--- src/hw/rtl/adsr_ts_pkg.sv ---
// ============================================================================
// adsr_ts_pkg: shared types and constants for the ADSR tone segmenter
// Field widths, register reset values, register map and divider request types.
// ============================================================================
`timescale 1ns / 1ps
`default_nettype none

package adsr_ts_pkg;

    // payload widths
    localparam int FREQ_W  = 16;
    localparam int LEN_W   = 16;
    localparam int AMP_W   = 12;

    // configuration register widths
    localparam int VOL_W   = 7;
    localparam int RAMP_W  = 8;
    localparam int PCT_W   = 7;

    // internal widths
    localparam int MS_W    = 9;   // ramp length, short notes reach 161 ms
    localparam int SUM_W   = 10;  // attack + decay + release, at most 480
    localparam int STEPS_W = 5;   // at most 20 steps per ramp
    localparam int DUR_W   = 4;   // step duration is at most 15 ms
    localparam int NUM_W   = 16;  // ramp numerator, at most 2500 * 20
    localparam int STEP_SHIFT = 3;

    // serial divider
    localparam int DIV_NW  = 18;  // dividend and quotient, peak * pct fits
    localparam int DIV_DW  = 7;   // divisor, at most 100
    localparam int DIV_CW  = 5;

    // apb port
    localparam int APB_AW  = 5;
    localparam int APB_DW  = 32;

    // limits and arithmetic constants
    localparam logic [VOL_W-1:0]  PCT_MAX    = 7'd100;
    localparam logic [RAMP_W-1:0] RAMP_MAX   = 8'd160;
    localparam logic [AMP_W-1:0]  AMP_BASE   = 12'd300;
    localparam logic [AMP_W-1:0]  AMP_SLOPE  = 12'd22;
    localparam logic [AMP_W-1:0]  AMP_MAX    = 12'd2500;
    localparam logic [DIV_DW-1:0] DIV_THIRD  = 7'd3;
    localparam logic [DIV_DW-1:0] DIV_PCT    = 7'd100;

    // register reset values
    localparam logic [VOL_W-1:0]  VOL_RST     = 7'd50;
    localparam logic [RAMP_W-1:0] ATTACK_RST  = 8'd10;
    localparam logic [RAMP_W-1:0] DECAY_RST   = 8'd50;
    localparam logic [PCT_W-1:0]  SUSTAIN_RST = 7'd70;
    localparam logic [RAMP_W-1:0] RELEASE_RST = 8'd50;

    // register map, word index
    typedef enum logic [2:0] {
        REG_VOLUME  = 3'd0,
        REG_ATTACK  = 3'd1,
        REG_DECAY   = 3'd2,
        REG_SUSTAIN = 3'd3,
        REG_RELEASE = 3'd4
    } t_reg_idx;

    typedef struct packed {
        logic [VOL_W-1:0]  volume;
        logic [RAMP_W-1:0] attack_ms;
        logic [RAMP_W-1:0] decay_ms;
        logic [PCT_W-1:0]  sustain_pct;
        logic [RAMP_W-1:0] release_ms;
    } t_cfg;

    typedef struct packed {
        logic              start;
        logic [DIV_NW-1:0] dividend;
        logic [DIV_DW-1:0] divisor;
    } t_div_req;

    typedef struct packed {
        logic              done;
        logic [DIV_NW-1:0] quot;
    } t_div_rsp;

endpackage

`default_nettype wire

--- src/hw/rtl/adsr_ts_note_if.sv ---
// ============================================================================
// adsr_ts_note_if: note request channel
// Valid/ready channel that carries one note (frequency, duration).
// ============================================================================
`timescale 1ns / 1ps
`default_nettype none

interface adsr_ts_note_if
    import adsr_ts_pkg::*;
();
    logic              valid;
    logic              ready;
    logic [FREQ_W-1:0] note_freq_hz;
    logic [LEN_W-1:0]  note_len_ms;

    modport source (output valid, output note_freq_hz, output note_len_ms, input ready);
    modport sink   (input valid, input note_freq_hz, input note_len_ms, output ready);
endinterface

`default_nettype wire

--- src/hw/rtl/adsr_ts_tone_if.sv ---
// ============================================================================
// adsr_ts_tone_if: tone command channel
// Valid/ready channel that carries one constant-amplitude tone command.
// ============================================================================
`timescale 1ns / 1ps
`default_nettype none

interface adsr_ts_tone_if
    import adsr_ts_pkg::*;
();
    logic              valid;
    logic              ready;
    logic [FREQ_W-1:0] tone_freq_hz;
    logic [LEN_W-1:0]  tone_len_ms;
    logic [AMP_W-1:0]  tone_amplitude;
    logic              last_of_note;

    modport source (output valid, output tone_freq_hz, output tone_len_ms,
                    output tone_amplitude, output last_of_note, input ready);
    modport sink   (input valid, input tone_freq_hz, input tone_len_ms,
                    input tone_amplitude, input last_of_note, output ready);
endinterface

`default_nettype wire

--- src/hw/rtl/adsr_tone_segmenter_core.sv ---
// Sequence: for each accepted note request the peak level, the sustain level and, on a short
//   note, the third of its length are computed before the first ramp command; every quotient
//   goes through the shared 18-step serial divider. One note is handled at a time; the longest
//   run is 61 commands, and output stalls hold the run. A silent note is taken in idle and
//   gives no command.
// Reset: synchronous active-low; sequencer idles, registers return to defaults.
// ============================================================================
// adsr_tone_segmenter_core: ADSR envelope as a run of constant-amplitude tones
// Sequencer that splits one note into attack, decay, sustain and release
// tone commands, driving a shared serial divider for every quotient.
// ============================================================================
`timescale 1ns / 1ps
`default_nettype none

module adsr_tone_segmenter_core
    import adsr_ts_pkg::*;
(
    input  wire logic              i_clk,
    input  wire logic              i_rst_n,
    adsr_ts_note_if.sink           i_note,
    adsr_ts_tone_if.source         o_tone,
    input  wire logic              psel,
    input  wire logic              penable,
    input  wire logic              pwrite,
    input  wire logic [APB_AW-1:0] paddr,
    input  wire logic [APB_DW-1:0] pwdata,
    output logic [APB_DW-1:0]      prdata,
    output logic                   pready
);

    typedef enum logic [11:0] {
        S_IDLE  = 12'b0000_0000_0001,
        S_PEAK  = 12'b0000_0000_0010,
        S_SUSQ  = 12'b0000_0000_0100,
        S_SUSW  = 12'b0000_0000_1000,
        S_LEN   = 12'b0000_0001_0000,
        S_THIRD = 12'b0000_0010_0000,
        S_SEG   = 12'b0000_0100_0000,
        S_DUR   = 12'b0000_1000_0000,
        S_MUL   = 12'b0001_0000_0000,
        S_STEP  = 12'b0010_0000_0000,
        S_AMP   = 12'b0100_0000_0000,
        S_OUT   = 12'b1000_0000_0000
    } t_state;

    typedef enum logic [3:0] {
        PH_ATK = 4'b0001,
        PH_DEC = 4'b0010,
        PH_SUS = 4'b0100,
        PH_REL = 4'b1000
    } t_phase;

    t_cfg     cfg;
    t_div_req div_req;
    t_div_rsp div_rsp;

    t_state               r_state;
    t_phase               r_phase;
    logic [FREQ_W-1:0]    r_freq;
    logic [LEN_W-1:0]     r_len;
    logic [AMP_W-1:0]     r_peak;
    logic [AMP_W-1:0]     r_sus;
    logic [MS_W-1:0]      r_a;
    logic [MS_W-1:0]      r_d;
    logic [MS_W-1:0]      r_r;
    logic [LEN_W-1:0]     r_sus_ms;
    logic [STEPS_W-1:0]   r_steps;
    logic [STEPS_W-1:0]   r_i;
    logic [DUR_W-1:0]     r_dur;
    logic [NUM_W-1:0]     r_num;
    logic [AMP_W-1:0]     r_out_amp;
    logic [LEN_W-1:0]     r_out_len;
    logic                 r_out_last;

    logic [VOL_W-1:0]     vol_c;
    logic [PCT_W-1:0]     pct_c;
    logic [RAMP_W-1:0]    att_c;
    logic [RAMP_W-1:0]    dec_c;
    logic [RAMP_W-1:0]    rel_c;
    logic [SUM_W-1:0]     ramp_sum;
    logic                 long_note;
    logic [MS_W-1:0]      seg_ms;
    logic [STEPS_W-1:0]   seg_steps;
    logic [AMP_W-1:0]     seg_from;
    logic [AMP_W-1:0]     seg_to;
    logic                 seg_later;
    t_phase               ph_next;
    logic [NUM_W-1:0]     num_next;
    logic [RAMP_W-1:0]    third;
    logic [SUM_W-1:0]     two_third;
    logic                 last_step;

    adsr_ts_regs u_regs (
        .i_clk   (i_clk),
        .i_rst_n (i_rst_n),
        .psel    (psel),
        .penable (penable),
        .pwrite  (pwrite),
        .paddr   (paddr),
        .pwdata  (pwdata),
        .prdata  (prdata),
        .pready  (pready),
        .o_cfg   (cfg)
    );

    adsr_ts_div u_div (
        .i_clk   (i_clk),
        .i_rst_n (i_rst_n),
        .i_req   (div_req),
        .o_rsp   (div_rsp)
    );

    // clamp configuration to legal ranges
    always_comb begin
        vol_c     = (cfg.volume > PCT_MAX) ? PCT_MAX : cfg.volume;
        pct_c     = (cfg.sustain_pct > PCT_MAX) ? PCT_MAX : cfg.sustain_pct;
        att_c     = (cfg.attack_ms > RAMP_MAX) ? RAMP_MAX : cfg.attack_ms;
        dec_c     = (cfg.decay_ms > RAMP_MAX) ? RAMP_MAX : cfg.decay_ms;
        rel_c     = (cfg.release_ms > RAMP_MAX) ? RAMP_MAX : cfg.release_ms;
        ramp_sum  = SUM_W'(att_c) + SUM_W'(dec_c) + SUM_W'(rel_c);
        long_note = (r_len >= LEN_W'(ramp_sum));
    end

    // short-note split: thirds for attack and decay, rest for release
    always_comb begin
        third     = (div_rsp.quot[RAMP_W-1:0] == '0) ? RAMP_W'(1) : div_rsp.quot[RAMP_W-1:0];
        two_third = {1'b0, third, 1'b0};
    end

    // current segment: length, endpoints and whether commands follow it
    always_comb begin
        case (r_phase)
            PH_ATK: begin
                seg_ms    = r_a;
                seg_from  = '0;
                seg_to    = r_peak;
                seg_later = (r_d != '0) || (r_sus_ms != '0) || (r_r != '0);
                ph_next   = PH_DEC;
            end
            PH_DEC: begin
                seg_ms    = r_d;
                seg_from  = r_peak;
                seg_to    = r_sus;
                seg_later = (r_sus_ms != '0) || (r_r != '0);
                ph_next   = PH_SUS;
            end
            PH_SUS: begin
                seg_ms    = '0;
                seg_from  = r_sus;
                seg_to    = r_sus;
                seg_later = (r_r != '0);
                ph_next   = PH_REL;
            end
            PH_REL: begin
                seg_ms    = r_r;
                seg_from  = r_sus;
                seg_to    = '0;
                seg_later = 1'b0;
                ph_next   = PH_REL;
            end
            default: begin
                seg_ms    = '0;
                seg_from  = '0;
                seg_to    = '0;
                seg_later = 1'b0;
                ph_next   = PH_REL;
            end
        endcase
        seg_steps = (seg_ms[MS_W-1:STEP_SHIFT] == '0) ? STEPS_W'(1)
                                                      : STEPS_W'(seg_ms[MS_W-1:STEP_SHIFT]);
        num_next  = NUM_W'((({1'b0, r_num} + (NUM_W+1)'(seg_to)) - (NUM_W+1)'(seg_from)));
        last_step = (r_i == r_steps);
    end

    // divider requests
    always_comb begin
        div_req = '0;
        case (r_state)
            S_SUSQ: begin
                div_req.start    = 1'b1;
                div_req.dividend = DIV_NW'(DIV_NW'(r_peak) * DIV_NW'(pct_c));
                div_req.divisor  = DIV_PCT;
            end
            S_LEN: begin
                div_req.start    = !long_note;
                div_req.dividend = DIV_NW'(r_len);
                div_req.divisor  = DIV_THIRD;
            end
            S_SEG: begin
                div_req.start    = (r_phase != PH_SUS) && (seg_ms != '0);
                div_req.dividend = DIV_NW'(seg_ms);
                div_req.divisor  = DIV_DW'(seg_steps);
            end
            S_STEP: begin
                div_req.start    = 1'b1;
                div_req.dividend = DIV_NW'(num_next);
                div_req.divisor  = DIV_DW'(r_steps);
            end
            default: ;
        endcase
    end

    // sequencer
    always_ff @(posedge i_clk) begin
        if (!i_rst_n) begin
            r_state <= S_IDLE;
            r_phase <= PH_ATK;
        end else begin
            case (r_state)
                S_IDLE: begin
                    if (i_note.valid) begin
                        r_freq <= i_note.note_freq_hz;
                        r_len  <= i_note.note_len_ms;
                        if ((i_note.note_freq_hz != '0) && (i_note.note_len_ms != '0) &&
                            (vol_c != '0)) begin
                            r_state <= S_PEAK;
                        end
                    end
                end
                S_PEAK: begin
                    r_peak  <= AMP_BASE + AMP_SLOPE * AMP_W'(vol_c);
                    r_state <= S_SUSQ;
                end
                S_SUSQ: r_state <= S_SUSW;
                S_SUSW: begin
                    if (div_rsp.done) begin
                        r_sus   <= div_rsp.quot[AMP_W-1:0];
                        r_state <= S_LEN;
                    end
                end
                S_LEN: begin
                    r_phase <= PH_ATK;
                    if (long_note) begin
                        r_a      <= MS_W'(att_c);
                        r_d      <= MS_W'(dec_c);
                        r_r      <= MS_W'(rel_c);
                        r_sus_ms <= r_len - LEN_W'(ramp_sum);
                        r_state  <= S_SEG;
                    end else begin
                        r_state <= S_THIRD;
                    end
                end
                S_THIRD: begin
                    if (div_rsp.done) begin
                        r_a      <= MS_W'(third);
                        r_d      <= MS_W'(third);
                        r_r      <= (r_len[SUM_W-1:0] > two_third)
                                    ? MS_W'(r_len[SUM_W-1:0] - two_third) : MS_W'(1);
                        r_sus_ms <= '0;
                        r_state  <= S_SEG;
                    end
                end
                S_SEG: begin
                    if (r_phase == PH_SUS) begin
                        if (r_sus_ms != '0) begin
                            r_out_len  <= r_sus_ms;
                            r_out_amp  <= r_sus;
                            r_out_last <= seg_later == 1'b0;
                            r_state    <= S_OUT;
                        end else begin
                            r_phase <= PH_REL;
                        end
                    end else if (seg_ms == '0) begin
                        if (r_phase == PH_REL) begin
                            r_state <= S_IDLE;
                        end else begin
                            r_phase <= ph_next;
                        end
                    end else begin
                        r_steps <= seg_steps;
                        r_state <= S_DUR;
                    end
                end
                S_DUR: begin
                    if (div_rsp.done) begin
                        r_dur   <= div_rsp.quot[DUR_W-1:0];
                        r_state <= S_MUL;
                    end
                end
                S_MUL: begin
                    // numerator before step one: from * steps
                    r_num   <= NUM_W'(NUM_W'(seg_from) * NUM_W'(r_steps));
                    r_i     <= STEPS_W'(1);
                    r_state <= S_STEP;
                end
                S_STEP: begin
                    r_num   <= num_next;
                    r_state <= S_AMP;
                end
                S_AMP: begin
                    if (div_rsp.done) begin
                        r_out_amp  <= div_rsp.quot[AMP_W-1:0];
                        r_out_len  <= LEN_W'(r_dur);
                        r_out_last <= last_step && !seg_later;
                        r_state    <= S_OUT;
                    end
                end
                S_OUT: begin
                    if (o_tone.ready) begin
                        if (r_phase == PH_SUS) begin
                            r_phase <= PH_REL;
                            r_state <= S_SEG;
                        end else if (last_step) begin
                            if (r_phase == PH_REL) begin
                                r_state <= S_IDLE;
                            end else begin
                                r_phase <= ph_next;
                                r_state <= S_SEG;
                            end
                        end else begin
                            r_i     <= r_i + 1'b1;
                            r_state <= S_STEP;
                        end
                    end
                end
                default: r_state <= S_IDLE;
            endcase
        end
    end

    // channel outputs
    assign i_note.ready          = (r_state == S_IDLE);
    assign o_tone.valid          = (r_state == S_OUT);
    assign o_tone.tone_freq_hz   = r_freq;
    assign o_tone.tone_len_ms    = r_out_len;
    assign o_tone.tone_amplitude = r_out_amp;
    assign o_tone.last_of_note   = r_out_last;

    // checks
    a_one_note: assert property (@(posedge i_clk) disable iff (!i_rst_n)
        o_tone.valid |-> !i_note.ready)
        else $error("note request taken while a tone command is pending");

    a_amp_range: assert property (@(posedge i_clk) disable iff (!i_rst_n)
        o_tone.valid |-> (o_tone.tone_amplitude <= AMP_MAX))
        else $error("tone amplitude above peak range");

    a_len_nonzero: assert property (@(posedge i_clk) disable iff (!i_rst_n)
        o_tone.valid |-> (o_tone.tone_len_ms != '0))
        else $error("tone command of zero length");

    // after the last command only empty segments are skipped on the way to idle
    a_last_ends: assert property (@(posedge i_clk) disable iff (!i_rst_n)
        (o_tone.valid && o_tone.ready && o_tone.last_of_note)
        |=> ((r_state == S_IDLE) || (r_state == S_SEG)))
        else $error("commands continue after last of note");

endmodule

`default_nettype wire

--- src/hw/rtl/adsr_ts_div.sv ---
// ============================================================================
// adsr_ts_div: shared serial divider
// Restoring unsigned divider, one quotient bit per cycle, done pulse at end.
// ============================================================================
`timescale 1ns / 1ps
`default_nettype none

module adsr_ts_div
    import adsr_ts_pkg::*;
(
    input  wire logic     i_clk,
    input  wire logic     i_rst_n,
    input  wire t_div_req i_req,
    output t_div_rsp      o_rsp
);

    logic              r_busy;
    logic              r_done;
    logic [DIV_CW-1:0] r_cnt;
    logic [DIV_NW-1:0] r_work;
    logic [DIV_DW-1:0] r_rem;
    logic [DIV_DW-1:0] r_dvs;

    logic [DIV_DW:0]   trial;
    logic              qbit;
    logic [DIV_DW-1:0] rem_next;

    // one restoring step
    always_comb begin
        trial    = {r_rem, r_work[DIV_NW-1]};
        qbit     = (trial >= {1'b0, r_dvs});
        rem_next = qbit ? DIV_DW'(trial - {1'b0, r_dvs}) : DIV_DW'(trial);
    end

    // control
    always_ff @(posedge i_clk) begin
        if (!i_rst_n) begin
            r_busy <= 1'b0;
            r_done <= 1'b0;
            r_cnt  <= '0;
        end else begin
            r_done <= 1'b0;
            if (i_req.start) begin
                r_busy <= 1'b1;
                r_cnt  <= '0;
            end else if (r_busy) begin
                r_cnt <= r_cnt + 1'b1;
                if (r_cnt == DIV_CW'(DIV_NW - 1)) begin
                    r_busy <= 1'b0;
                    r_done <= 1'b1;
                end
            end
        end
    end

    // datapath: quotient bits shift in as dividend bits shift out
    always_ff @(posedge i_clk) begin
        if (i_req.start) begin
            r_work <= i_req.dividend;
            r_rem  <= '0;
            r_dvs  <= i_req.divisor;
        end else if (r_busy) begin
            r_work <= {r_work[DIV_NW-2:0], qbit};
            r_rem  <= rem_next;
        end
    end

    assign o_rsp.done = r_done;
    assign o_rsp.quot = r_work;

    // checks
    a_no_restart: assert property (@(posedge i_clk) disable iff (!i_rst_n)
        i_req.start |-> !r_busy)
        else $error("divider restarted while busy");

    a_done_idle: assert property (@(posedge i_clk) disable iff (!i_rst_n)
        r_done |-> !r_busy)
        else $error("divider done while still busy");

    a_nonzero_dvs: assert property (@(posedge i_clk) disable iff (!i_rst_n)
        r_busy |-> (r_dvs != '0))
        else $error("divider running with zero divisor");

endmodule

`default_nettype wire

--- src/hw/rtl/adsr_ts_regs.sv ---
// ============================================================================
// adsr_ts_regs: configuration registers
// APB-style register file for volume, ramp lengths and sustain level.
// ============================================================================
`timescale 1ns / 1ps
`default_nettype none

module adsr_ts_regs
    import adsr_ts_pkg::*;
(
    input  wire logic              i_clk,
    input  wire logic              i_rst_n,
    input  wire logic              psel,
    input  wire logic              penable,
    input  wire logic              pwrite,
    input  wire logic [APB_AW-1:0] paddr,
    input  wire logic [APB_DW-1:0] pwdata,
    output logic [APB_DW-1:0]      prdata,
    output logic                   pready,
    output t_cfg                   o_cfg
);

    t_cfg     r_cfg;
    t_reg_idx idx;
    logic     wr_en;

    assign idx    = t_reg_idx'(paddr[APB_AW-1:2]);
    assign wr_en  = psel && penable && pwrite;
    assign pready = 1'b1;
    assign o_cfg  = r_cfg;

    // register writes
    always_ff @(posedge i_clk) begin
        if (!i_rst_n) begin
            r_cfg.volume      <= VOL_RST;
            r_cfg.attack_ms   <= ATTACK_RST;
            r_cfg.decay_ms    <= DECAY_RST;
            r_cfg.sustain_pct <= SUSTAIN_RST;
            r_cfg.release_ms  <= RELEASE_RST;
        end else if (wr_en) begin
            case (idx)
                REG_VOLUME:  r_cfg.volume      <= pwdata[VOL_W-1:0];
                REG_ATTACK:  r_cfg.attack_ms   <= pwdata[RAMP_W-1:0];
                REG_DECAY:   r_cfg.decay_ms    <= pwdata[RAMP_W-1:0];
                REG_SUSTAIN: r_cfg.sustain_pct <= pwdata[PCT_W-1:0];
                REG_RELEASE: r_cfg.release_ms  <= pwdata[RAMP_W-1:0];
                default: ;
            endcase
        end
    end

    // read mux
    always_comb begin
        case (idx)
            REG_VOLUME:  prdata = APB_DW'(r_cfg.volume);
            REG_ATTACK:  prdata = APB_DW'(r_cfg.attack_ms);
            REG_DECAY:   prdata = APB_DW'(r_cfg.decay_ms);
            REG_SUSTAIN: prdata = APB_DW'(r_cfg.sustain_pct);
            REG_RELEASE: prdata = APB_DW'(r_cfg.release_ms);
            default:     prdata = '0;
        endcase
    end

endmodule

`default_nettype wire
--- src/flat_wrapper.sv ---
// flat-port wrapper written by rule: the top's interface ports become plain ports
module adsr_tone_segmenter_core_flat import adsr_ts_pkg::*;
  (i_clk, i_rst_n, psel, penable, pwrite, paddr, pwdata, prdata, pready, i_note_valid, i_note_note_freq_hz, i_note_note_len_ms, i_note_ready, o_tone_valid, o_tone_tone_freq_hz, o_tone_tone_len_ms, o_tone_tone_amplitude, o_tone_last_of_note, o_tone_ready);
  adsr_ts_note_if i_note_i ();
  adsr_ts_tone_if o_tone_i ();
  input  wire logic i_clk;
  input  wire logic i_rst_n;
  input  wire logic psel;
  input  wire logic penable;
  input  wire logic pwrite;
  input  wire logic [APB_AW-1:0] paddr;
  input  wire logic [APB_DW-1:0] pwdata;
  output logic [APB_DW-1:0] prdata;
  output logic pready;
  input wire logic [$bits(i_note_i.valid)-1:0] i_note_valid;
  input wire logic [$bits(i_note_i.note_freq_hz)-1:0] i_note_note_freq_hz;
  input wire logic [$bits(i_note_i.note_len_ms)-1:0] i_note_note_len_ms;
  output wire logic [$bits(i_note_i.ready)-1:0] i_note_ready;
  output wire logic [$bits(o_tone_i.valid)-1:0] o_tone_valid;
  output wire logic [$bits(o_tone_i.tone_freq_hz)-1:0] o_tone_tone_freq_hz;
  output wire logic [$bits(o_tone_i.tone_len_ms)-1:0] o_tone_tone_len_ms;
  output wire logic [$bits(o_tone_i.tone_amplitude)-1:0] o_tone_tone_amplitude;
  output wire logic [$bits(o_tone_i.last_of_note)-1:0] o_tone_last_of_note;
  input wire logic [$bits(o_tone_i.ready)-1:0] o_tone_ready;
  assign i_note_i.valid = i_note_valid;
  assign i_note_i.note_freq_hz = i_note_note_freq_hz;
  assign i_note_i.note_len_ms = i_note_note_len_ms;
  assign i_note_ready = i_note_i.ready;
  assign o_tone_valid = o_tone_i.valid;
  assign o_tone_tone_freq_hz = o_tone_i.tone_freq_hz;
  assign o_tone_tone_len_ms = o_tone_i.tone_len_ms;
  assign o_tone_tone_amplitude = o_tone_i.tone_amplitude;
  assign o_tone_last_of_note = o_tone_i.last_of_note;
  assign o_tone_i.ready = o_tone_ready;
  adsr_tone_segmenter_core u_core (.i_clk(i_clk), .i_rst_n(i_rst_n), .i_note(i_note_i), .o_tone(o_tone_i), .psel(psel), .penable(penable), .pwrite(pwrite), .paddr(paddr), .pwdata(pwdata), .prdata(prdata), .pready(pready));
endmodule
--- config.mk ---
export PLATFORM = sky130hd
export DESIGN_NAME = adsr_tone_segmenter_core_flat
export DESIGN_NICKNAME = d
export VERILOG_FILES = /design/src/hw/rtl/adsr_ts_pkg.sv /design/src/hw/rtl/adsr_ts_note_if.sv /design/src/hw/rtl/adsr_ts_tone_if.sv /design/src/hw/rtl/adsr_tone_segmenter_core.sv /design/src/hw/rtl/adsr_ts_div.sv /design/src/hw/rtl/adsr_ts_regs.sv /design/src/flat_wrapper.sv
export SDC_FILE = /design/constraint.sdc
export NUM_CORES = 1
export LEC_CHECK = 0
export BUFFER_PORTS_ARGS = -buffer_cell sky130_fd_sc_hd__buf_2
export CAP_MARGIN = 40
export CORE_UTILIZATION = 50
export DETAILED_ROUTE_END_ITERATION = 12
export PLACE_DENSITY = 0.69
export RECOVER_POWER = 50
export SLEW_MARGIN = 40
export SYNTH_ARGS = -nofsm -noshare
export SYNTH_HDL_FRONTEND = slang
export SYNTH_SLANG_ARGS = --single-unit
--- constraint.sdc ---
create_clock -name i_clk -period 10.92 [get_ports i_clk]
set_clock_uncertainty 0.2 [all_clocks]
set_input_delay 3.276 -clock i_clk [delete_from_list [all_inputs] [get_ports i_clk]]
set_output_delay 3.276 -clock i_clk [all_outputs]
set_load 0.01 [all_outputs]
After elaboration in Yosys (flattened, before gate mapping)
Cells that the tools add are included.
- add/sub/neg operators: 10
- multipliers: 3
- magnitude comparators: 8
- equality and inequality tests: 40
- muxes and demuxes: 74
- bitwise operators: 5
- reduce and logical (&&, ||, !) cells: 48
- operators by type and width (kind ; count):
    two-way mux 12 bit ; 15
    one-hot mux 12 bit (12 select lines) ; 1
    one-hot mux 26 bit (4 select lines) ; 1
    one-hot mux 16 bit (2 select lines) ; 3
    two-way mux 16 bit ; 5
    one-hot mux 12 bit (2 select lines) ; 3
    two-way mux 9 bit ; 6
    one-hot mux 9 bit (2 select lines) ; 3
    nonzero test 16 bit ; 3
    one-hot mux 8 bit (5 select lines) ; 1
    two-way mux 18 bit ; 2
    two-way mux 7 bit ; 5
    two-way mux 8 bit ; 4
    two-way mux 4 bit ; 7
    one-hot mux 9 bit (3 select lines) ; 1
    nonzero test 9 bit ; 3
    greater-than comparator 8 bit, second input constant ; 3
    two-way mux 5 bit ; 4
    multiplier 12 x 7 -> 18 bit ; 1
    adder 16 x 12 -> 16 bit ; 1
    greater-or-equal comparator 16 x 10 -> 1 bit ; 1
    multiplier 12 x 5 -> 16 bit ; 1
    subtractor 16 x 10 -> 16 bit ; 1
    subtractor 16 x 12 -> 16 bit ; 1
    63 further kinds ; 112
- flip-flop bits (word level): 251
- output and inout bits: 80

Logic depth before layout (Yosys ltp)
Gate-level depths: netlist of the first run.
- depth after elaboration: 8
- gate-level depth with buffers: 30
- mapped depth without buffers: 29

By module
A second synthesis of the first run with hierarchy kept.
- cells, all modules: 1956
- area, all modules: 19058.3 sq um
- by module, submodules not included (module ; instances ; cells an instance ; area an instance (sq um) ; seq. area each (sq um)):
    adsr_tone_segmenter_core ; 1 ; 1555 ; 14889.3 ; 4974.8
    adsr_ts_regs ; 1 ; 222 ; 2094.5 ; 760.7
    adsr_ts_div ; 1 ; 179 ; 2074.5 ; 1031.0

Worst setup path before layout of the first run
No wires, ideal clock.
- path kind: reg2reg
- start: register u_core.u_regs.r_cfg, in the netlist u_core.u_regs.o_cfg[23]
- end: register u_core.r_a[0] (enable)
- library setup time: 502 ps
- arrival: 7511 ps
- required time: 10218 ps
- slack: 2707 ps
- cell stages (with the launch flop): 25
- buffers on the path: 0
- clock period less this slack: 8213 ps
- path through: dfxtp_1 -> nor3_1 -> a21oi_1 -> o21ai_0 -> and2_1 -> ha_1 -> inv_1 -> fa_1 -> inv_1 -> ha_1 -> a21o_1 -> a21oi_1 -> o21bai_1 -> a21oi_1 -> nor2b_1 -> o21a_1 -> o21a_1 -> or2_2 -> ha_1 -> and3_1 -> nand2_1 -> o21a_1 -> o211ai_1 -> nand2_1 -> a21boi_0
- longest elaborated chain between the ends: 7
- RTL lines (element ; line ; RTL):
    from (decl) ; adsr_ts_regs.sv:23 ; t_cfg r_cfg;
    greater-than comparator 8 bit ; adsr_tone_segmenter_core.sv:117 ; att_c = (cfg.attack_ms > RAMP_MAX) ? RAMP_MAX : cfg.attack_ms;
    two-way mux 8 bit (*) ; adsr_tone_segmenter_core.sv:117 ;
    adder 8 x 8 -> 9 bit (*) ; adsr_tone_segmenter_core.sv:120 ; ramp_sum = SUM_W'(att_c) + SUM_W'(dec_c) + SUM_W'(rel_c);
    adder 10 x 8 -> 10 bit (*) ; adsr_tone_segmenter_core.sv:120 ;
    greater-or-equal comparator 16 x 10 -> 1 bit (*) ; adsr_tone_segmenter_core.sv:121 ; long_note = (r_len >= LEN_W'(ramp_sum));
    inequality test 2 x 1 -> 1 bit (no source line) (*) ; n/a ;
    AND reduction 4 bit (no source line) (*) ; n/a ;
    to (signal assigned) ; adsr_tone_segmenter_core.sv:234 ; r_a <= MS_W'(att_c);
    to (signal assigned) ; adsr_tone_segmenter_core.sv:245 ; r_a <= MS_W'(third);
    to (decl) ; adsr_tone_segmenter_core.sv:63 ; logic [MS_W-1:0] r_a;
Mark *: on every way between the ends. The rest lies on a longest branch, timed or not.
A chain may end at the register's enable or synchronous reset.

Final worst setup path of the first run
- start: input paddr[2]
- end: output prdata[0]
- longest elaborated chain between the ends: 2
- elaborated cells on any way between the ends: 6
- RTL lines (element ; line ; RTL):
    from (decl) ; flat_wrapper.sv:11 ; input wire logic [APB_AW-1:0] paddr;
    == test 3 bit, or another cell as far along ; adsr_ts_regs.sv:54 ; case (idx)
    one-hot mux 8 bit (5 select lines) (*) ; adsr_ts_regs.sv:54 ;
    to (decl) ; flat_wrapper.sv:13 ; output logic [APB_DW-1:0] prdata;
Marks and branches as above.

==> results.md, run 1 <==
* Final setup violation count at 0
* Worst Path Required at 7.44 ns
* Final WL at 45.60 mm
* M1 wire length at 20.37 mm
* First-pass GRT wire length at 72.48 mm
* GP Congestion at 0.9614
* DRC violations left at 0
* Syn avg cell area at 9.718 sq um
* Congestion Overflow GR at 0
* Wire length on met3 at 3.288 mm
* Max Slew Vio Count at 132
* EDFF count, synth at 179
* Crit path DAT at 4.56 ns
* Worst rel slew slack at -0.6070
* Hold path depth at 0
* Antenna diode count at 0
* Initial antenna violation count at 0
* Post-DP HPWL at 35.56 mm
* Post-synth top area share at 0.2911
* Buffers on Ports at 104
* Starting Density at 0.5068
* Top_reg_cell synth: edfxtp_1
* Post-route antenna net violation count at 0
* Worst path slowest cell: nor2b_1
* Ys async rst share at 0
* Die Ht at 194.2 um
* Most used cell along the critical path: buf_2
* Pin count of the biggest net entering global routing at 62
* Synth cell types at 74
* Internal reg-to-reg setup slack at 3.96 ns
* Area delta synth->final at 9.460%
* CP startpoint kind: primary input
* Largest cells by area after synthesis: edfxtp_1, fa_1, ha_1
* Metal2 WL at 20.58 mm
* Highest Signal Layer: met4
* DR vias/cell at 5.704
* Fmax at 0.1244 GHz
* Vias at 14,025
* Hold Crit Class: reg2reg
* H-Tree Level Count at 1
* Worst r2r path cells at 27
* Post-route insts no fill at 2,459
* Fin. Hold Viols at 0
* Core ar. at 36,430 sq um
* Yosys reg bits at 247
* Slew @ Worst Pin at 2.410 ns
* Worst VDD drop at 115.1 uV
* Clock tree buffer depth at 3
* Minimum clock period at 8.039 ns
* CTS tree: built
* Setup bufs post-CTS at 0
* Power density cells at 122.6 nW/um^2
* DIE WIDTH at 194.2 um
* Initial drt markers at 1,047
* Unrepaired setup endpoints after global routing: false
* Seq/Total Area, Yosys at 0.3648
* Post-CTS Resized at 0
* Yosys warning count at 0
* Filler cells at 3,261
* Slowest Stage Delay on Critical Path at 0.42 ns
* Reg area at 6736 sq um
* Status: finished, violations left
* Io pins at 156
* Rows at 70
* Clk_lat worst skew at 0.58 ns
* Static leakage at 8.687 nW
* Reg clk slew, reported paths at 0.06 ns
* Hold buffer count at CTS at 0
* Crit path max fanout at 19
* DP Cell Count at 2,407
* DR WL/cell at 18.54 um
* CTS Sinks at 247
* Vias in the first global route at 13,643
* Pre-antenna DRT Iters at 5
* Total die area at 37,700 sq um
* Root buf cell: clkbuf_16
* Area leader, netlist: edfxtp_1
* CTS Buf Count at 28
* Failing checks: max-capacitance violations, max-slew violations
* CP Class: in2out
* Synth Instances at 1,900
* Post-Syn Area at 18,460 sq um
* GRT Overall Usage at 0.2416
* CP endpoint kind: output port
* Proportion of layout cells with a drive suffix above 1 at 0.08488
* Nets@finish at 2,276
* Tcrit/Tclk final at 0.7362
* Setup_tns at 0 ns
* Footprint of the multi-input gates at 10,710 sq um
* CP Cell Sequence: buf_2, nor2b_1, a22oi_1, o22ai_1, buf_2
* Max-Cap Viols at 3
[placed cells by master, fill, tap and decap left out, types with 27 or more instances in the layout]
cell type	netlist	final
and2_1	92	80
mux2i_1	43	43
o21ai_0	76	77
clkbuf_16	0	30
nor2b_1	57	57
dfxtp_1	68	68
clkbuf_1	70	29
a21oi_1	75	74
nand2_1	224	224
a21o_1	33	33
buf_2	3	85
nor2_1	92	92
ha_1	138	138
edfxtp_1	179	179
inv_1	173	172
fa_1	93	93
xnor2_1	68	68
a22o_1	32	32
and3_1	27	27
xor2_1	35	35
[layer usage]
layer	global-route usage	vias up
met2	0.3814	428
met3	0.04905	74
met4	0.06937	0
met5	0	-
met1	0.3361	6805
li1	-	6718
[cell usage after synthesis, types with 4 or more instances]
master,number
a2111oi_0,4
a211oi_1,11
a21boi_0,8
a21o_1,33
a21oi_1,75
a221o_1,4
a22o_1,32
a22oi_1,26
a31oi_1,13
a41oi_1,6
and2_1,92
and3_1,27
buf_1,4
buf_4,25
clkbuf_1,70
dfxtp_1,68
edfxtp_1,179
fa_1,93
ha_1,138
inv_1,173
mux2_2,6
mux2i_1,43
nand2_1,224
nand2b_1,13
nand3_1,16
nand4_1,12
nor2_1,92
nor2b_1,57
nor3_1,22
nor3b_1,6
nor4_1,21
nor4b_1,4
o211ai_1,8
o21a_1,12
o21ai_0,76
o21bai_1,12
o22ai_1,10
or2_2,8
or3_1,13
or3b_2,4
or4_1,5
xnor2_1,68
xor2_1,35
[power by group]
| part | internal, mW | total [mW] | switching [mW] |
|---|---|---|---|
| clock | 0.557 | 0.946 | 0.389 |
| combinational | 0.194 | 0.454 | 0.260 |
| sequential | 1.04 | 1.08 | 0.0352 |
| total | 1.79 | 2.48 | 0.684 |
[worst max-delay path, delay by kind of cell]
family	cells	cell delay, ns
AND/OR/NAND/NOR	1	0.42
AO/OA/AOI/OAI	2	0.41
buffers and inverters	2	0.45
[state kept, by name, indices dropped and copies added, names as in the netlist, 9 cells and up]
register and count:
u_core.r_r 9, u_core.r_peak 11, u_core.r_sus 12, u_core.o_tone.tone_freq_hz 16, u_core.r_num 16, u_core.r_len 16, u_core.r_sus_ms 16, u_core.o_tone.tone_amplitude 12
u_core.u_div.r_work 18, u_core.o_tone.tone_len_ms 16, u_core.r_state 12, u_core.u_regs.o_cfg 38
[worst paths after layout]
| path | startpoint | endpoint |
|---|---|---|
| worst max-delay path | paddr[2] | prdata[0] |
| worst min-delay path | u_core.u_div.r_work[10] | u_core.r_sus[10] |
| worst max register to register | u_core.u_regs.o_cfg[15] | u_core.u_div.r_cnt[1] |
| worst min register to register | u_core.u_div.r_work[10] | u_core.r_sus[10] |
[logic make-up after synthesis]
logic type                 count (synthesis)  synth area share
AOI/OAI and AO/OA                        361            0.1304
xor gates and xnor gates                 103           0.04886
adders and majority gates                231            0.1943
buffers and inverters                    277           0.06160
DFF                                      247            0.3648
muxes                                     49           0.02697
other                                      2         0.0004067
and+or+nand+nor                          630            0.1726
[stage by stage]
stage | utilization | hold WS, ns | power [mW] | instance area (sq um) | setup WS (ns)
2_1_floorplan | - | 0.2466 | 1.437 | 18550 | 2.707
3_3_place_gp | 0.5300 | 0.2605 | 1.536 | 19310 | 2.955
3_5_place_dp | 0.5306 | 0.2706 | 1.550 | 19330 | 2.934
4_1_cts | 0.5565 | 0.2714 | 2.495 | 20280 | 2.921
5_1_grt | 0.5547 | 0.2896 | 2.591 | 20210 | 2.774
6_report | 0.5547 | 0.2673 | 2.478 | 20210 | 2.881
[final cells by class]
class	count	share of cell area
inverters	175	0.03250
repair buffers	118	0.02848
flip-flops and latches	247	0.3333
clock inverters	14	0.005634
clock buffers	38	0.04111
multi-input cells	1399	0.5300
well taps	468	0.02897
Power figures use the tool's default switching activity.
==> run 2: changes to the inputs <==
Settings changed: PLACE_DENSITY 0.69 to 0.71.
Clock period 10.92 ns to 7.34 ns, I/O delays scaled along.
==> results.md, run 2 (synthesized netlist as in run 1, its figures left out) <==
* Status: finished, violations left (unchanged)
* Failing checks: max-capacitance violations, max-slew violations (unchanged)
* Reg clk slew, reported paths at 0.06 ns (about the same)
* Fin. Hold Viols at 0 (unchanged)
* M1 wire length at 20.84 mm (was 20.37 mm)
* Footprint of the multi-input gates at 10,690 sq um (was 10,710 sq um)
* CTS Sinks at 247 (unchanged)
* Root buf cell: clkbuf_16 (unchanged)
* DR WL/cell at 19.01 um (was 18.54 um)
* Post-CTS Resized at 0 (unchanged)
* Max reg flops at 38 (unchanged)
* Post-DP HPWL at 36.24 mm (was 35.56 mm)
* R2R Path Start: u_core.u_regs.o_cfg[25] (was u_core.u_regs.o_cfg[15])
* Max Slew Vio Count at 113 (was 132)
* Metal2 WL at 21.08 mm (was 20.58 mm)
* Initial antenna violation count at 0 (unchanged)
* Most frequent cells in the layout: nand2_1, edfxtp_1, inv_1 (unchanged)
* Total die area at 37,700 sq um (unchanged)
* Slowest Stage Delay on Critical Path at 0.45 ns (was 0.42 ns)
* Hold buffer count at CTS at 0 (unchanged)
* Power density cells at 189.1 nW/um^2 (was 122.6 nW/um^2)
* Worst path slowest cell: fa_1 (was nor2b_1)
* Max-Cap Viols at 3 (unchanged)
* Post-route design area at 20,290 sq um (was 20,210 sq um)
* First-pass GRT wire length at 74.55 mm (was 72.48 mm)
* CTS Buf Count at 27 (was 28)
* Post-route insts no fill at 2,462 (was 2,459)
* FF-to-FF End: u_core.u_div.r_work[7] (was u_core.u_div.r_cnt[1])
* Fmax at 0.1479 GHz
* Setup bufs post-CTS at 0 (unchanged)
* Final setup violation count at 0 (unchanged)
* CP endpoint kind: flip-flop (was output port)
* Worst VDD drop at 196.9 uV (was 115.1 uV)
* Hold Path Sink: u_core.r_sus[11] (was u_core.r_sus[10])
* Clk_lat worst skew at 0.56 ns (was 0.58 ns)
* Minimum clock period at 6.760 ns
* Final WL at 46.80 mm (was 45.60 mm)
* Initial drt markers at 1,168 (was 1,047)
* Internal reg-to-reg setup slack at 0.58 ns (was 3.96 ns)
* Io pins at 156 (unchanged)
* Slew @ Worst Pin at 1.665 ns (was 2.410 ns)
* DP Worst Slack at 0.7639 ns (was 2.934 ns)
* Crit path max fanout at 28 (was 19)
* Core ar. at 36,430 sq um (unchanged)
* Unrepaired setup endpoints after global routing: false (unchanged)
* Wire length on met3 at 3.158 mm (was 3.288 mm)
* CP startpoint kind: flip-flop (was primary input)
* Worst Path Required at 7.43 ns (was 7.44 ns)
* DIE WIDTH at 194.2 um (unchanged)
* Rows at 70 (unchanged)
* Filler cells at 3,270 (was 3,261)
* CTS tree: built (unchanged)
* Post-DP Area at 19,360 sq um (was 19,330 sq um)
* Vias in the first global route at 13,784 (was 13,643)
* Worst path top cell family by delay: compound AO/OA/AOI/OAI gates (was buffers and inverters)
* Pin count of the biggest net entering global routing at 44 (was 62)
* Worst rel slew slack at -0.1101 (was -0.6070)
* DP Cell Count at 2,412 (was 2,407)
* Worst path bufs/invs at 6 (was 2)
* H-Tree Level Count at 1 (unchanged)
* Buffers on Ports at 104 (unchanged)
* Tcrit/Tclk final at 0.9210
* Antenna diode count at 0 (unchanged)
* Tot Pwr at 3.837 mW (was 2.478 mW)
* Hold Crit Class: reg2reg (unchanged)
* Fin worst setup slack at 0.5801 ns (was 2.881 ns)
* Hold Slack at 0.2842 ns (was 0.2673 ns)
* GRT Overall Usage at 0.2482 (was 0.2416)
* DR vias/cell at 5.736 (was 5.704)
* Crit path DAT at 6.85 ns (was 4.56 ns)
* Worst r2r path cells at 30 (was 27)
* Post-route antenna net violation count at 0 (unchanged)
* Post-layout util at 0.5568 (was 0.5547)
* Reg area at 6738 sq um (was 6736 sq um)
* Vias at 14,123 (was 14,025)
* Die Ht at 194.2 um (unchanged)
* Pre-antenna DRT Iters at 6 (was 5)
* Starting Density at 0.5068 (unchanged)
* Setup_tns at 0 ns (unchanged)
* Area delta synth->final at 9.874% (was 9.460%)
* Highest Signal Layer: met4 (unchanged)
* Congestion Overflow GR at 0 (unchanged)
* Nets@finish at 2,280 (was 2,276)
* Most common cell after layout, fill and taps aside: nand2_1 (unchanged)
* GP Congestion at 0.9579 (was 0.9614)
* Static leakage at 8.674 nW (was 8.687 nW)
* Hold Startpoint: u_core.u_div.r_work[11] (was u_core.u_div.r_work[10])
* Clock tree buffer depth at 3 (unchanged)
* Proportion of layout cells with a drive suffix above 1 at 0.07322 (was 0.08488)
* CP Class: reg2reg (was in2out)
* Hold path depth at 0 (unchanged)
* DRC violations left at 0 (unchanged)
==> run 2: per-layer routing <==
metal | vias up | track usage
met2 | 500 | 0.3946
met3 | 89 | 0.02505
met1 | 6809 | 0.3565
li1 | 6725 | -
met5 | - | 0
met4 | 0 | 0.07878
==> run 2: worst max path at each step <==
| stage | to | depth (start not counted) | slack (ns) | start |
|---|---|---|---|---|
| after global placement | u_core.u_div.r_work[5] | 29 | 0.97 | u_core.u_regs.o_cfg[25] |
| after detailed placement | u_core.u_div.r_work[5] | 30 | 0.76 | u_core.u_regs.o_cfg[23] |
| after floorplan | u_core.r_a[0] | 24 | 0.24 | u_core.u_regs.o_cfg[23] |
| after CTS | u_core.u_div.r_work[5] | 30 | 0.72 | u_core.u_regs.o_cfg[23] |
| final | u_core.u_div.r_work[7] | 30 | 0.58 | u_core.u_regs.o_cfg[25] |
| after global routing | u_core.u_div.r_work[5] | 29 | 0.17 | u_core.u_regs.o_cfg[25] |
==> run 2: area by class of cell <==
cell class | instances | share of cell area
Tap cell | 468 | 0.02886
Clock buffer | 34 | 0.03762
Sequential cell | 247 | 0.3321
Inverter | 175 | 0.03238
Timing Repair Buffer | 123 | 0.02930
Multi-Input combinational cell | 1399 | 0.5268
Clock inverter | 16 | 0.01289
==> run 2: report_power, final <==
| group | switching (mW) | internal [mW] |
|---|---|---|
| Clock | 0.594 | 0.954 |
| Combinational | 0.395 | 0.290 |
| Sequential | 0.0529 | 1.55 |
